<file path="src/design/cdet_pkg.sv">
package cdet_pkg;

    // Result codes, in detection priority order
    typedef enum logic [2:0] {
        ENC_UTF8    = 3'd0,
        ENC_GB2312  = 3'd1,
        ENC_BIG5    = 3'd2,
        ENC_GBK     = 3'd3,
        ENC_UNKNOWN = 3'd4
    } t_encoding;

    // UTF-8 pending trail count
    typedef logic [2:0] t_utf8_cnt;

    // Double-byte scheme byte ranges
    localparam logic [7:0] GB_LEAD_LO    = 8'hA1;
    localparam logic [7:0] GB_LEAD_HI    = 8'hF7;
    localparam logic [7:0] GB_TRAIL_LO   = 8'hA1;
    localparam logic [7:0] GB_TRAIL_HI   = 8'hFE;
    localparam logic [7:0] B5_LEAD_LO    = 8'hA1;
    localparam logic [7:0] B5_LEAD_HI    = 8'hF9;
    localparam logic [7:0] B5_TRAIL1_LO  = 8'h40;
    localparam logic [7:0] B5_TRAIL1_HI  = 8'h7E;
    localparam logic [7:0] B5_TRAIL2_LO  = 8'hA1;
    localparam logic [7:0] B5_TRAIL2_HI  = 8'hFE;
    localparam logic [7:0] GBK_LEAD_LO   = 8'h81;
    localparam logic [7:0] GBK_LEAD_HI   = 8'hFE;
    localparam logic [7:0] GBK_TRAIL_LO  = 8'h40;
    localparam logic [7:0] GBK_TRAIL_HI  = 8'hFE;

endpackage

</file>
<file path="src/design/charset_detect_utf8_gb_big5.sv">
// Channel   Direction  Signals                              Moves
// ------    ---------  -----------------------------------  -------------------------
// in        sink       i_valid, o_stall, i_data_byte,       one byte of a string
//                      i_last_byte
// out       source     o_valid, i_stall, o_encoding         one verdict per string
//
// One byte is taken per cycle, back to back, while o_stall is low.
// The verdict sits in the output register in the cycle after the last byte is taken.
// The only thing that holds the input is a verdict still waiting downstream: o_stall
// is high only while o_valid is high and i_stall is high.
// Reset (synchronous, active low) clears all validator state and the output valid.
module charset_detect_utf8_gb_big5 (
    input  logic                 i_clk,
    input  logic                 i_rst_n,
    input  logic                 i_valid,
    output logic                 o_stall,
    input  logic [7:0]           i_data_byte,
    input  logic                 i_last_byte,
    output logic                 o_valid,
    input  logic                 i_stall,
    output cdet_pkg::t_encoding  o_encoding
);
    import cdet_pkg::*;

    // Validator state: a pending trail count and a sticky fail flag per scheme.
    t_utf8_cnt r_utf8_pend, n_utf8_pend;
    logic      r_utf8_fail, n_utf8_fail;
    logic      r_gb_pend,   n_gb_pend;
    logic      r_gb_fail,   n_gb_fail;
    logic      r_b5_pend,   n_b5_pend;
    logic      r_b5_fail,   n_b5_fail;
    logic      r_gbk_pend,  n_gbk_pend;
    logic      r_gbk_fail,  n_gbk_fail;

    logic      r_out_valid;
    t_encoding r_out_enc, n_out_enc;

    logic      accept;
    logic      gb_lead, gb_trail, b5_lead, b5_trail, gbk_lead, gbk_trail;
    t_utf8_cnt utf8_need;
    logic      utf8_bad_lead;

    // Output register frees itself when its verdict is taken this cycle.
    assign o_stall  = r_out_valid && i_stall;
    assign accept   = i_valid && !o_stall;
    assign o_valid  = r_out_valid;
    assign o_encoding = r_out_enc;

    // Byte class decodes
    assign gb_lead   = (i_data_byte >= GB_LEAD_LO)   && (i_data_byte <= GB_LEAD_HI);
    assign gb_trail  = (i_data_byte >= GB_TRAIL_LO)  && (i_data_byte <= GB_TRAIL_HI);
    assign b5_lead   = (i_data_byte >= B5_LEAD_LO)   && (i_data_byte <= B5_LEAD_HI);
    assign b5_trail  = ((i_data_byte >= B5_TRAIL1_LO) && (i_data_byte <= B5_TRAIL1_HI))
                    || ((i_data_byte >= B5_TRAIL2_LO) && (i_data_byte <= B5_TRAIL2_HI));
    assign gbk_lead  = (i_data_byte >= GBK_LEAD_LO)  && (i_data_byte <= GBK_LEAD_HI);
    assign gbk_trail = (i_data_byte >= GBK_TRAIL_LO) && (i_data_byte <= GBK_TRAIL_HI);

    // UTF-8 lead byte: trail bytes it announces (no overlong check).
    always_comb begin
        utf8_need     = 3'd0;
        utf8_bad_lead = 1'b0;
        unique casez (i_data_byte)
            8'b0???????: utf8_need = 3'd0;
            8'b110?????: utf8_need = 3'd1;
            8'b1110????: utf8_need = 3'd2;
            8'b11110???: utf8_need = 3'd3;
            8'b111110??: utf8_need = 3'd4;
            8'b1111110?: utf8_need = 3'd5;
            default:     utf8_bad_lead = 1'b1;
        endcase
    end

    // Shared double-byte step: returns {pend, fail}.
    function automatic logic [1:0] dbcs_step(input logic pend, input logic fail,
                                             input logic hi_bit, input logic lead_ok,
                                             input logic trail_ok);
        logic [1:0] res;
        res = {pend, fail};
        if (!fail) begin
            if (pend) begin
                res = trail_ok ? 2'b00 : 2'b01;
            end else if (hi_bit) begin
                res = lead_ok ? 2'b10 : 2'b01;
            end
        end
        return res;
    endfunction

    always_comb begin
        n_utf8_pend = r_utf8_pend;
        n_utf8_fail = r_utf8_fail;
        if (!r_utf8_fail) begin
            if (r_utf8_pend != 3'd0) begin
                // An expected trail is never re-read as a lead.
                if (i_data_byte[7:6] == 2'b10) begin
                    n_utf8_pend = r_utf8_pend - 3'd1;
                end else begin
                    n_utf8_fail = 1'b1;
                end
            end else if (utf8_bad_lead) begin
                n_utf8_fail = 1'b1;
            end else begin
                n_utf8_pend = utf8_need;
            end
        end

        {n_gb_pend, n_gb_fail}   = dbcs_step(r_gb_pend, r_gb_fail, i_data_byte[7],
                                             gb_lead, gb_trail);
        {n_b5_pend, n_b5_fail}   = dbcs_step(r_b5_pend, r_b5_fail, i_data_byte[7],
                                             b5_lead, b5_trail);
        {n_gbk_pend, n_gbk_fail} = dbcs_step(r_gbk_pend, r_gbk_fail, i_data_byte[7],
                                             gbk_lead, gbk_trail);

        // Verdict: a truncated sequence (trail still pending) counts as a failure.
        if (!n_utf8_fail && n_utf8_pend == 3'd0) begin
            n_out_enc = ENC_UTF8;
        end else if (!n_gb_fail && !n_gb_pend) begin
            n_out_enc = ENC_GB2312;
        end else if (!n_b5_fail && !n_b5_pend) begin
            n_out_enc = ENC_BIG5;
        end else if (!n_gbk_fail && !n_gbk_pend) begin
            n_out_enc = ENC_GBK;
        end else begin
            n_out_enc = ENC_UNKNOWN;
        end
    end

    always_ff @(posedge i_clk) begin
        if (!i_rst_n) begin
            r_utf8_pend <= 3'd0;
            r_utf8_fail <= 1'b0;
            r_gb_pend   <= 1'b0;
            r_gb_fail   <= 1'b0;
            r_b5_pend   <= 1'b0;
            r_b5_fail   <= 1'b0;
            r_gbk_pend  <= 1'b0;
            r_gbk_fail  <= 1'b0;
        end else if (accept) begin
            if (i_last_byte) begin
                // End of string: every validator back to its start state.
                r_utf8_pend <= 3'd0;
                r_utf8_fail <= 1'b0;
                r_gb_pend   <= 1'b0;
                r_gb_fail   <= 1'b0;
                r_b5_pend   <= 1'b0;
                r_b5_fail   <= 1'b0;
                r_gbk_pend  <= 1'b0;
                r_gbk_fail  <= 1'b0;
            end else begin
                r_utf8_pend <= n_utf8_pend;
                r_utf8_fail <= n_utf8_fail;
                r_gb_pend   <= n_gb_pend;
                r_gb_fail   <= n_gb_fail;
                r_b5_pend   <= n_b5_pend;
                r_b5_fail   <= n_b5_fail;
                r_gbk_pend  <= n_gbk_pend;
                r_gbk_fail  <= n_gbk_fail;
            end
        end
    end

    // Output register
    always_ff @(posedge i_clk) begin
        if (!i_rst_n) begin
            r_out_valid <= 1'b0;
        end else if (accept && i_last_byte) begin
            r_out_valid <= 1'b1;
        end else if (!i_stall) begin
            r_out_valid <= 1'b0;
        end
    end

    always_ff @(posedge i_clk) begin
        if (accept && i_last_byte) begin
            r_out_enc <= n_out_enc;
        end
    end

endmodule

</file>
<file path="config.mk">
export PLATFORM = sky130hd
export DESIGN_NAME = charset_detect_utf8_gb_big5
export DESIGN_NICKNAME = d
export VERILOG_FILES = /design/src/design/cdet_pkg.sv /design/src/design/charset_detect_utf8_gb_big5.sv
export SDC_FILE = /design/constraint.sdc
export NUM_CORES = 1
export LEC_CHECK = 0
export ABC_AREA = 1
export BUFFER_PORTS_ARGS = -buffer_cell sky130_fd_sc_hd__buf_4
export CAP_MARGIN = 20
export CORE_MARGIN = 2
export CORE_UTILIZATION = 55
export DETAILED_ROUTE_END_ITERATION = 10
export MAX_ROUTING_LAYER = met4
export PLACE_DENSITY = 0.8
export SYNTH_ARGS = -nofsm -noshare
export SYNTH_HDL_FRONTEND = slang
export SYNTH_SLANG_ARGS = --single-unit
</file>
<file path="constraint.sdc">
create_clock -name i_clk -period 3.4 [get_ports i_clk]
set_input_delay 0.68 -clock i_clk [delete_from_list [all_inputs] [get_ports i_clk]]
set_output_delay 0.68 -clock i_clk [all_outputs]
set_load 0.02 [all_outputs]
</file>
Yosys cells after proc, flatten, opt, wreduce, memory -nomap -nowiden. Cells that the tools add are included.

Register bits after elaboration: 14. Input port bits: 13. Output and inout port bits: 5. Word-level logic and storage cells: 92.

Add/sub/neg operators: 1. $lt $le $gt $ge: 7. Equality and inequality tests: 7. Muxes and demuxes: 37. Bitwise operators: 1. Reductions and logical operators: 27.

Operator list (count): $mux 2 (13); $le 8x8->1 const B (3); $mux 3 (6); $mux 1 (17); $ge 8x8->1 const B (2); $pmux 3 s5 (1); $logic_and 1x1->1 (13); $ge 8x7->1 const B (1); $le 8x7->1 const B (1); $logic_not 1->1 (8); $eq 7x7->1 const B (1); $eq 6x6->1 const B (1); $reduce_or 6->1 (1); $eq 5x5->1 const B (1); $eq 4x4->1 const B (1); $eq 3x3->1 const B (1); $logic_not 3->1 (1); $reduce_bool 3->1 (1); $reduce_or 3->1 (1); $sub 3x1->3 const B (1); $eq 2x2->1 const B (1); $ne 2x1->1 const B (1); $reduce_or 2->1 (1); $logic_or 1x1->1 (1); $not 1->1 (1).

Depth between registers and ports, before layout. Gate-level depths: netlist of run 1.

Depth after elaboration: 11. Depth in mapped cells: 13. Gate-level depth less buffers: 13.

Least setup slack after synthesis of run 1. No wires, ideal clock.

Path kind: input port to flip-flop. Start: input i_data_byte[7]. End: register r_out_enc[2], in the netlist o_encoding[2] (data pin). Library setup time: 257 ps. Data arrival time: 1530 ps. Data required time: 3143 ps. Setup slack: 1613 ps. Cell stages on the path: 12. Buffers on the path: 1. Path through: buf_6 > nand2_4 > nor2_4 > nand3_2 > nand3_2 > nand2_1 > nand2_1 > nand2_2 > nor2_1 > nand2_1 > nand2_1 > nor2_1.

Longest elaborated chain between the ends: 9. Elaborated cells on any way between the ends: 60. Classes of those cells: order compare (7); eq/ne (6); mux (25); bitwise (1); reduce/logical (21).

Ends and longest elaborated chain: from (decl) (line charset_detect_utf8_gb_big5.sv:17) `input logic [7:0] i_data_byte,`; $ge 8x8->1, or another cell as far along; $logic_and 1x1->1, on equally long branches; $mux 2 / $logic_or 1x1->1 (equally long branches) (line charset_detect_utf8_gb_big5.sv:83, charset_detect_utf8_gb_big5.sv:54); $mux 2 / $mux 1 (equally long branches) (line charset_detect_utf8_gb_big5.sv:82, charset_detect_utf8_gb_big5.sv:81); $mux 2 (line charset_detect_utf8_gb_big5.sv:80) `if (pend) begin`; $mux 2 (line charset_detect_utf8_gb_big5.sv:79) `if (!fail) begin`; $logic_not 1->1, on equally long branches (line charset_detect_utf8_gb_big5.sv:117, charset_detect_utf8_gb_big5.sv:119, charset_detect_utf8_gb_big5.sv:121); $logic_and 1x1->1, on equally long branches (line charset_detect_utf8_gb_big5.sv:117, charset_detect_utf8_gb_big5.sv:119, charset_detect_utf8_gb_big5.sv:121); $reduce_or 3->1 (no source line) / $mux 3 (equally long branches); to (signal assigned) (line charset_detect_utf8_gb_big5.sv:175) `r_out_enc <= n_out_enc;`; to (decl) (line charset_detect_utf8_gb_big5.sv:36) `t_encoding r_out_enc, n_out_enc;`.

Several ways; a longest one is shown, not always the timed one. A chain may end at the register's enable or synchronous reset.

Worst setup path in the final report of run 1.
Start: register r_utf8_pend[0]. End: register r_out_enc[2], in the netlist o_encoding[2] (data pin).

Longest elaborated chain between the ends: 7. Elaborated cells on any way between the ends: 12. Classes of those cells: add/sub (1); mux (6); reduce/logical (5).

Ends and longest elaborated chain: from (decl) (line charset_detect_utf8_gb_big5.sv:26) `t_utf8_cnt r_utf8_pend, n_utf8_pend;`; from (signal assigned) (line charset_detect_utf8_gb_big5.sv:150) `r_utf8_pend <= n_utf8_pend;`; $sub 3x1->3 (line charset_detect_utf8_gb_big5.sv:96) `n_utf8_pend = r_utf8_pend - 3'd1;`; $mux 3 (line charset_detect_utf8_gb_big5.sv:95) `if (i_data_byte[7:6] == 2'b10) begin`; $mux 3 (line charset_detect_utf8_gb_big5.sv:93) `if (r_utf8_pend != 3'd0) begin`; $mux 3 (line charset_detect_utf8_gb_big5.sv:92) `if (!r_utf8_fail) begin`; $logic_not 3->1 (line charset_detect_utf8_gb_big5.sv:115) `if (!n_utf8_fail && n_utf8_pend == 3'd0) begin`; $logic_and 1x1->1 * (line charset_detect_utf8_gb_big5.sv:115); $reduce_or 3->1 (no source line) *.

Every way passes the cells marked *; elsewhere a longest branch is shown, timed or not.

==> results of run 1 <==
-- metrics by stage --
step	util	hold WS [ns]	cells	total power [mW]	instance area (sq um)
after floorplan	-	0.4541	197	0.2766	1236
after global placement	0.6378	0.4653	240	0.3090	1384
after detailed placement	0.6378	0.4793	240	0.3141	1384
after CTS	0.6546	0.4938	244	0.4312	1420
after global routing	0.6546	0.5303	244	0.4598	1420
final	0.6546	0.4902	244	0.4328	1420
-- where the power goes --
part	total, mW	internal, mW	leakage (nW)	switching, mW
combinational	0.128	0.0470	0.614	0.0810
sequential	0.184	0.178	0.118	0.00538
clock	0.121	0.0653	0.0210	0.0560
total	0.433	0.290	0.753	0.142
-- cell families after synthesis --
family | share of synthesized area
flip-flops | 0.2510
AND/OR/NAND/NOR | 0.4524
adder cells (fa/ha/maj) | 0.02024
buffers and inverters | 0.1184
AO/OA/AOI/OAI | 0.1579
-- per-layer routing --
layer / up-vias / GRT usage / part of all wire
met4: 0 / 0.05263 / 0.0035
met2: 24 / 0.4359 / 0.51
met1: 575 / 0.2860 / 0.43
met3: 2 / 0.07310 / 0.052
met5: - / - / 0
li1: 657 / - / -
-- cells in the mapped netlist --
cell type,n,share of area
nand4_1,2,0.010
nand3_1,8,0.032
o211ai_1,4,0.024
a21o_1,1,0.0061
nor2_4,4,0.036
buf_6,1,0.0091
nor3_1,1,0.0040
nand2_1,63,0.19
o31ai_1,1,0.0061
a21oi_4,1,0.013
a21oi_1,11,0.045
nand3b_1,2,0.012
inv_1,33,0.10
a21oi_2,2,0.014
nand2_2,4,0.020
clkbuf_1,1,0.0030
edfxtp_1,3,0.073
o21ai_2,3,0.021
o21ai_0,7,0.028
ha_1,2,0.020
nand2_4,4,0.036
dfxtp_1,11,0.18
nand3_2,6,0.049
nor2_1,20,0.061
inv_2,2,0.0061
-- flip-flops by register name, indices dropped and copies added, names as in the netlist --
signal and flops:
o_encoding 3, r_utf8_pend 3, o_valid 1, r_b5_fail 1, r_b5_pend 1, r_gb_fail 1, r_gb_pend 1, r_gbk_fail 1
r_gbk_pend 1, r_utf8_fail 1
-- tightest hold or removal path: cells and delay by family, from the launching register on --
family,cells,cell delay (ns)
AOI/OAI and AO/OA,1,0.06
DFF,1,0.33
buffers and inverters,1,0.07
-- cell type report --
class | instances | area, sq um | share of cell area
timing repair buffer | 17 | 127.6 | 0.08987
inverter | 35 | 131.4 | 0.09251
sequential | 14 | 310.3 | 0.2185
multi-input combinational | 146 | 779.5 | 0.5489
tap | 28 | 35.03 | 0.02467
clock buffer | 4 | 36.28 | 0.02555
-- final timing paths --
path	slack (ns)	cells after the start	end	start
max reg2reg	1.58	12	o_encoding[2]$_SDFFCE_PP0P_	r_utf8_pend[0]$_SDFFE_PN0P_
min reg2reg	0.49	2	r_gbk_fail$_SDFFE_PN0P_	r_gbk_fail$_SDFFE_PN0P_
min	0.49	2	r_gbk_fail$_SDFFE_PN0P_	r_gbk_fail$_SDFFE_PN0P_
max	1.58	12	o_encoding[2]$_SDFFCE_PP0P_	r_utf8_pend[0]$_SDFFE_PN0P_
==> results by group, run 1 <==
STA
  – Final setup viols: 0
  – Final Critical Period: 1.822 ns
  – Setup TNS: 0 ns
  – Setup slack after layout: 1.578 ns
  – RSZ-0062 raised after global routing: false
  – Max Slew Vio Count: 0
  – Worst slew pin tran: 0.4291 ns
  – Fin crit share: 0.5358
  – Relative slew slack: 0.7128
  – Final Hold Viols: 0
  – Skew final: 0.0004693 ns
  – Fmax: 0.5489 GHz

CTS
  – CTS tree: yes
  – Post-cts sizing count: 0
  – CTS H-Tree Depth: 1
  – Post-CTS setup buffer count: 0
  – Clock Sinks: 14
  – Hold_buf cts: 0
  – Num CTS Buffers: 3
  – Worst-skew pair later-pin latency: 0.29 ns
  – Reg clk slew, reported paths: 0.08 ns
  – Clock Root Buffer: clkbuf_4
  – Clk buf depth: 2

Floorplan
  – CORE AREA: 2170 sq um
  – Io pins: 18
  – Die Ht: 51.41 microns
  – Num rows: 17
  – Die area: 2643 sq um
  – Initial core utilization: 0.5698
  – Die Wd: 51.41 microns

Min path
  – Path type of the worst min-delay path: flip-flop to flip-flop

Detailed routing
  – Pre-antenna DRT Iters: 5
  – Drc violations: 0
  – DRT iter0 DRCs: 28
  – Detailed-route via count: 1,258
  – WL final: 2.832 mm
  – Routed wire length per instance: 11.61 microns
  – Routed Antenna Nets: 0
  – Vias per inst: 5.156

Worst setup path
  – CP startpoint kind: flip-flop
  – CP max FO: 6
  – Critical-path top delay cell: dfxtp_1
  – Worst setup EP type: flip-flop
  – Worst Path Required: 3.45 ns
  – Delay-heaviest family, CP: simple AND/OR/NAND/NOR gates
  – Most frequent CP cell: nand2_1
  – Cell Chain, Critical Path: inv_1 -> ha_1 -> inv_1 -> nor2_4 -> nand4_1 -> nand3_1 -> nand2_1 -> nand2_1 -> nor2_1 -> nand2_1 -> nand2_1 -> nor2_1
  – Crit Path Class: flip-flop to flip-flop
  – Crit path largest cell delay: 0.43 ns
  – Buf+Inv Stages, Crit Path: 2
  – Critical Path AT: 1.87 ns

Power
  – Peak supply drop: 0.0003375 V
  – Pwr dens: 304.8 nW/um^2
  – Pleak: 0.7533 nW

Logic synthesis
  – Syn_area_per_cell: 6.275 sq um
  – Synth unique cells: 25
  – Total nets after synthesis: 212
  – FF+latch count, synth: 14
  – Mapped Cells: 197
  – Warnings from Yosys: 0
  – Register area share after synthesis: 0.2510
  – Post-Syn Area: 1236 sq um

Final layout
  – Layout area overhead: 14.88%
  – Commonest cells after routing, fill and taps aside: 63 x nand2_1, 33 x inv_1, 20 x nor2_1
  – Most common cell after layout, fill and taps aside: nand2_1
  – Ant diodes: 0
  – Proportion of layout cells with a drive suffix above 1: 0.2176
  – Final nets: 232
  – Filler cells: 214

Flow run
  – Number of max-cap violations: 0

Global routing
  – First-pass GRT wire length: 4.940 mm
  – Total gr overflow: 0
  – GR Util All Layers: 0.2509
  – Largest net degree at the start of global routing: 12
  – Initial antenna violation count: 0
  – Vias in the first global route: 1,203

Status
  – Status: completed

Place
  – RD Place Congestion: 0.8748
  – Port bufs: 17
  – Post-DP HPWL: 2.297 mm
  – Pre-CTS worst setup slack: 1.377 ns
Note: power is estimated with default switching activity, not from simulation.
==> run 2, diff against run 1 <==
--- a/config.mk
+++ b/config.mk
@@ -9,10 +9,10 @@
 export BUFFER_PORTS_ARGS = -buffer_cell sky130_fd_sc_hd__buf_4
 export CAP_MARGIN = 20
 export CORE_MARGIN = 2
-export CORE_UTILIZATION = 55
+export CORE_UTILIZATION = 51
 export DETAILED_ROUTE_END_ITERATION = 10
 export MAX_ROUTING_LAYER = met4
-export PLACE_DENSITY = 0.8
+export PLACE_DENSITY = 0.78
 export SYNTH_ARGS = -nofsm -noshare
 export SYNTH_HDL_FRONTEND = slang
 export SYNTH_SLANG_ARGS = --single-unit
==> constraint.sdc (replaced) <==
create_clock -name i_clk -period 1.46 [get_ports i_clk]
set_input_delay 0.292 -clock i_clk [delete_from_list [all_inputs] [get_ports i_clk]]
set_output_delay 0.292 -clock i_clk [all_outputs]
set_load 0.02 [all_outputs]
==> run 2 against run 1 <==
  * The run now ends with setup timing left
  * Largest cell class unchanged
  * Sequential share of layout area decreased by 2.5 points
  * Cell count increased by 7.8%
  * Clock power increased by 86%
  * Register-to-register slack got worse by 1.7 ns
  * Utilization increased by 6.2 points
==> results by group, run 2 (same netlist as run 1, synthesis figures left out) <==
Worst setup path
  – CP max FO: 4
  – Worst Path Required: 1.68 ns
  – CP startpoint kind: flip-flop
  – Critical Path AT: 1.84 ns
  – R2r worst-path depth: 13
  – Worst setup EP type: flip-flop
  – Crit Path Class: flip-flop to flip-flop

Min path
  – Worst Hold Path Cells: 3
  – Path type of the worst min-delay path: input pin to flip-flop

Detailed routing
  – Pre-antenna DRT Iters: 4
  – Met3 Wirelength: 130 microns
  – Routed wire length per instance: 12.00 microns
  – Met1 Wirelength: 1.386 mm
  – Detailed-route via count: 1,353
  – DRT iter0 DRCs: 39
  – WL final: 3.155 mm
  – Routed Antenna Nets: 0
  – Met2 wire length: 1.594 mm
  – Vias per inst: 5.144
  – Top sig layer: met4
  – Drc violations: 0

Power
  – Power share of the sequential group: 0.420
  – Switching Share: 0.3431
  – Peak supply drop: 0.0006416 V
  – Internal power: 667.2 uW
  – Pleak: 0.8457 nW
  – Pwr dens: 628.8 nW/um^2
  – Switching power: 348.5 uW
  – Clk network pwr share: 0.222
  – Logic pwr share: 0.358

Floorplan
  – Die Ht: 53.24 microns
  – Initial core utilization: 0.5483
  – Io pins: 18
  – Die area: 2834 sq um
  – CORE AREA: 2255 sq um
  – Die Wd: 53.24 microns
  – Num rows: 17

Global routing
  – Initial antenna violation count: 0
  – Largest net degree at the start of global routing: 10
  – First-pass GRT wire length: 5.375 mm
  – GR Util All Layers: 0.2673
  – Vias in the first global route: 1,335
  – Total gr overflow: 0

Final layout
  – Ant diodes: 0
  – Final nets: 251
  – Most common cell after layout, fill and taps aside: nand2_1
  – Layout area overhead: 30.67%
  – Proportion of layout cells with a drive suffix above 1: 0.3532
  – Multi-input logic area: 823.3 sq um
  – Filler cells: 187
  – Commonest cells after routing, fill and taps aside: 57 x nand2_1, 33 x buf_4, 28 x inv_1
  – Fin cells: 263
  – Storage cell area: 312.8 sq um

STA
  – Final Hold Viols: 0
  – Max Slew Vio Count: 0
  – Hold WS: 0.2576 ns
  – Fmax: 0.6143 GHz
  – Worst slew pin tran: 0.5822 ns
  – RSZ-0062 raised after global routing: true
  – Skew final: 0.005363 ns
  – Relative slew slack: 0.6104
  – Final setup viols: 5
  – Final Critical Period: 1.628 ns
  – Fin crit share: 1.115
  – Setup slack after layout: -0.1678 ns
  – Setup TNS: -0.5982 ns

CTS
  – Clock Root Buffer: clkbuf_4
  – CTS tree: yes
  – Hold_buf cts: 0
  – Worst-skew pair later-pin latency: 0.28 ns
  – Clk buf depth: 2
  – Reg clk slew, reported paths: 0.09 ns
  – CTS H-Tree Depth: 1
  – Num CTS Buffers: 3
  – Clock Sinks: 14

Place
  – Post-DP HPWL: 2.465 mm
  – Pre-CTS worst setup slack: -0.2043 ns
  – Port bufs: 17
  – Cells after DPL: 255
  – RD Place Congestion: 0.8774

Status
  – Violated checks: setup timing
  – Status: finished with violations

Flow run
  – Number of max-cap violations: 0
==> run 2: cell count changes in the layout (fill, tap and decap cells not counted), moves of 3 or more <==
cell,previous run,this run
nand2_1,63,57
inv_1,33,28
a21oi_2,2,5
buf_6,0,3
buf_4,17,33
nand2_2,4,10
inv_2,2,5
a21oi_1,11,8
==> run 2: critical path, cell delays in order, from the launching register on <==
cell and delay [ns]:
dfxtp_2 0.34, inv_4 0.07, ha_4 0.13, inv_4 0.04, nor2_4 0.14, buf_6 0.12
nand3_2 0.08, nand2_1 0.08, nand2_2 0.06, nand2_2 0.07, buf_4 0.10, buf_4 0.10
nand2_2 0.05, a21oi_2 0.16
==> run 2: what timing repair did <==
item / in CTS / in global routing
cloned: 0 / 0
resized for setup: 7 / 11
buffers inserted: 1 / 3
endpoints found under the hold margin: 0 / 0
pin swaps: 7 / 7
setup endpoints to repair: 6 / 6
==> run 2: layout make-up <==
cell class	count	area share
Clock buffer	3	0.01394
Clock inverter	1	0.002324
Inverter	35	0.08443
Multi-Input combinational cell	146	0.5097
Sequential cell	14	0.1936
Tap cell	28	0.02169
Timing Repair Buffer	36	0.1743
==> run 2: power by group through the flow <==
| stage | logic, mW | clock network, mW | registers [mW] |
|---|---|---|---|
| final | 0.363 | 0.225 | 0.427 |
| after global routing | 0.404 | 0.254 | 0.429 |
| after CTS | 0.340 | 0.229 | 0.427 |
| after detailed placement | 0.332 | 0 | 0.436 |
| after global placement | 0.324 | 0 | 0.435 |
| after floorplan | 0.205 | 0 | 0.444 |
==> run 2: routing by layer <==
layer  vias up  GRT usage
met1       615     0.2934
met2        34     0.4630
met5         -          -
met3         6    0.07062
met4         0    0.09402
li1        698          -
==> run 2: path summary, 6_finish.rpt <==
kind                                    start                          end  slack [ns]
hold reg to reg       r_gbk_fail$_SDFFE_PN0P_      r_gbk_fail$_SDFFE_PN0P_        0.49
setup reg to reg  r_utf8_pend[0]$_SDFFE_PN0P_  r_utf8_pend[1]$_SDFFE_PN0P_       -0.17
hold / removal                        i_rst_n         o_valid$_SDFFE_PN0P_        0.26
setup / recovery  r_utf8_pend[0]$_SDFFE_PN0P_  r_utf8_pend[1]$_SDFFE_PN0P_       -0.17
==> run 2: metrics by stage <==
| step | instance area, sq um | power [mW] | utilization |
|---|---|---|---|
| floorplan | 1250 | 0.6485 | - |
| global placement | 1510 | 0.7585 | 0.6698 |
| detailed placement | 1510 | 0.7678 | 0.6698 |
| CTS | 1559 | 0.9959 | 0.6915 |
| global route | 1615 | 1.087 | 0.7164 |
| finish | 1615 | 1.016 | 0.7164 |
==> run 3, diff against run 2 <==
--- a/config.mk
+++ b/config.mk
@@ -9,10 +9,10 @@
 export BUFFER_PORTS_ARGS = -buffer_cell sky130_fd_sc_hd__buf_4
 export CAP_MARGIN = 20
 export CORE_MARGIN = 2
-export CORE_UTILIZATION = 51
+export CORE_UTILIZATION = 55
 export DETAILED_ROUTE_END_ITERATION = 10
 export MAX_ROUTING_LAYER = met4
-export PLACE_DENSITY = 0.78
+export PLACE_DENSITY = 0.8
 export SYNTH_ARGS = -nofsm -noshare
 export SYNTH_HDL_FRONTEND = slang
 export SYNTH_SLANG_ARGS = --single-unit
==> constraint.sdc (replaced) <==
create_clock -name i_clk -period 1.8 [get_ports i_clk]
set_input_delay 0.36 -clock i_clk [delete_from_list [all_inputs] [get_ports i_clk]]
set_output_delay 0.36 -clock i_clk [all_outputs]
set_load 0.02 [all_outputs]
==> run 3 against run 2 <==
  * The flow now finishes without violations
  * Critical path type unchanged
  * Non-clock buffer count decreased by 14
  * Setup slack improved by 0.29 ns
  * Critical endpoint is now o_encoding[2]$_SDFFCE_PP0P_
  * Global-route usage fell by 2.8 points
  * Maximum frequency decreased by 2.7%
  * Design area down 9.8%
  * Worst hold slack gained 0.080 ns
  * Clock power fell by 19%
==> results by group, run 3 (same netlist as run 1, synthesis figures left out) <==
CTS
  – Worst-skew pair later-pin latency: 0.28 ns
  – CTS tree: yes
  – CTS H-Tree Depth: 1
  – Clk buf depth: 2
  – Reg clk slew, reported paths: 0.09 ns
  – Num CTS Buffers: 3
  – Clock Sinks: 14
  – Clock Root Buffer: clkbuf_4
  – Hold_buf cts: 0

STA
  – Worst slew pin tran: 0.4638 ns
  – Final Hold Viols: 0
  – Fmax: 0.5977 GHz
  – Final setup viols: 0
  – Final Critical Period: 1.673 ns
  – Max Slew Vio Count: 0
  – Relative slew slack: 0.6896
  – Setup TNS: 0 ns
  – Fin crit share: 0.9295
  – RSZ-0062 raised after global routing: false
  – Skew final: 0.004839 ns

Worst setup path
  – Most frequent CP cell: nand2_1
  – Critical-path top delay cell: dfxtp_2
  – Worst setup EP type: flip-flop
  – Setup crit start: r_utf8_pend[1]$_SDFFE_PN0P_
  – Worst R2R Start: r_utf8_pend[1]$_SDFFE_PN0P_
  – CP startpoint kind: flip-flop
  – Crit path largest cell delay: 0.34 ns
  – Critical Path AT: 1.71 ns
  – Worst Path Required: 1.84 ns
  – Cell Chain, Critical Path: inv_2 -> ha_2 -> inv_2 -> nor2_4 -> a21oi_1 -> o21ai_0 -> nand2_1 -> inv_1 -> nand2_1 -> o21ai_0 -> nand2_1 -> nand2_2 -> nor2_1
  – Crit Path Class: flip-flop to flip-flop
  – CP max FO: 6

Power
  – Power share of the sequential group: 0.440
  – Total chip power: 785.0 uW
  – Pwr dens: 539.0 nW/um^2
  – Switching power: 269.3 uW
  – Clk network pwr share: 0.233
  – Peak supply drop: 0.0005168 V
  – Internal power: 515.7 uW
  – Pleak: 0.7679 nW
  – Logic pwr share: 0.327
  – Switching Share: 0.3431

Detailed routing
  – Vias per inst: 5.229
  – Routed Antenna Nets: 0
  – Routed wire length per instance: 11.38 microns
  – Drc violations: 0
  – DRT iter0 DRCs: 35
  – WL final: 2.834 mm
  – Pre-antenna DRT Iters: 4
  – Detailed-route via count: 1,302

Global routing
  – GR Util All Layers: 0.2390
  – Total gr overflow: 0
  – Largest net degree at the start of global routing: 10
  – First-pass GRT wire length: 4.678 mm
  – Initial antenna violation count: 0
  – Vias in the first global route: 1,148

Floorplan
  – Die Ht: 51.41 microns
  – Die Wd: 51.41 microns
  – Initial core utilization: 0.5698
  – Io pins: 18
  – CORE AREA: 2170 sq um
  – Die area: 2643 sq um
  – Num rows: 17

Min path
  – Path type of the worst min-delay path: input pin to flip-flop
  – Hold_sp: i_rst_n

Flow run
  – Number of max-cap violations: 0

Final layout
  – Ant diodes: 0
  – Proportion of layout cells with a drive suffix above 1: 0.2670
  – Commonest cells after routing, fill and taps aside: 61 x nand2_1, 29 x inv_1, 22 x buf_4
  – Most common cell after layout, fill and taps aside: nand2_1
  – Layout area overhead: 17.81%
  – Final nets: 237

Place
  – RD Place Congestion: 0.8669
  – Port bufs: 17
  – Post-DP HPWL: 2.269 mm

Status
  – Status: completed
run 3: cell types whose count changed in the layout (fill, tap and decap cells not counted), moves of 2 or more:
cell     change
o21ai_0      +2
a21oi_1      +3
o21ai_1      -2
a21oi_2      -3
inv_4        -2
nand2_2      -4
buf_6        -3
nand2_1      +4
buf_4       -11
run 3: area by class of cell:
type                       count  area [sq um]
tap                           28         35.03
inverter                      35         131.4
fill                         195         713.2
timing repair buffer          22         165.2
clock buffer                   3         22.52
multi-input combinational    146         787.0
clock inverter                 1         3.754
sequential                    14         311.5
run 3: routing by layer:
metal | part of all wire | global-route usage | routed length (microns) | vias to the layer above
met5 | 0 | - | 0 | -
met4 | 0.011 | 0.05702 | 31 | 0
met3 | 0.034 | 0.05263 | 97 | 4
met2 | 0.51 | 0.4017 | 1448 | 28
met1 | 0.44 | 0.2917 | 1256 | 603
li1 | - | - | - | 667
run 3: power groups by stage:
stage,Clock [mW],Combinational (mW),Sequential [mW]
4_1_cts,0.189,0.243,0.345
3_5_place_dp,0,0.242,0.353
6_report,0.183,0.257,0.346
5_1_grt,0.202,0.287,0.347
3_3_place_gp,0,0.234,0.352
2_1_floorplan,0,0.163,0.360
run 3: worst max-delay path: cells and delay by family (launching register included):
family                     cells  cell delay (ns)
buffers and inverters          3             0.20
AOI/OAI and AO/OA              3             0.22
DFF                            1             0.34
and+or+nand+nor                6             0.49
adders and majority gates      1             0.17
run 3: what timing repair did:
| action | CTS | global route |
|---|---|---|
| setup buffers | 0 | 3 |
| endpoints found under the setup margin | 0 | 4 |
| resized for setup | 0 | 8 |
run 3: path summary, 6_finish.rpt:
kind	to	slack, ns	depth (start not counted)
worst max register to register	o_encoding[2]$_SDFFCE_PP0P_	0.13	13
worst max-delay path	o_encoding[2]$_SDFFCE_PP0P_	0.13	13
worst min-delay path	o_valid$_SDFFE_PN0P_	0.34	3
worst min register to register	r_gbk_fail$_SDFFE_PN0P_	0.50	2
run 3: stage by stage:
step	hold slack, ns	setup WS [ns]	utilization	instance area, sq um	cells
2_1_floorplan	0.4541	0.2498	-	1236	197
3_3_place_gp	0.4745	0.1080	0.6448	1399	242
3_5_place_dp	0.4820	0.08136	0.6448	1399	242
4_1_cts	0.3345	0.06365	0.6569	1425	246
5_1_grt	0.3362	0.004869	0.6713	1456	249
6_report	0.3379	0.1269	0.6713	1456	249
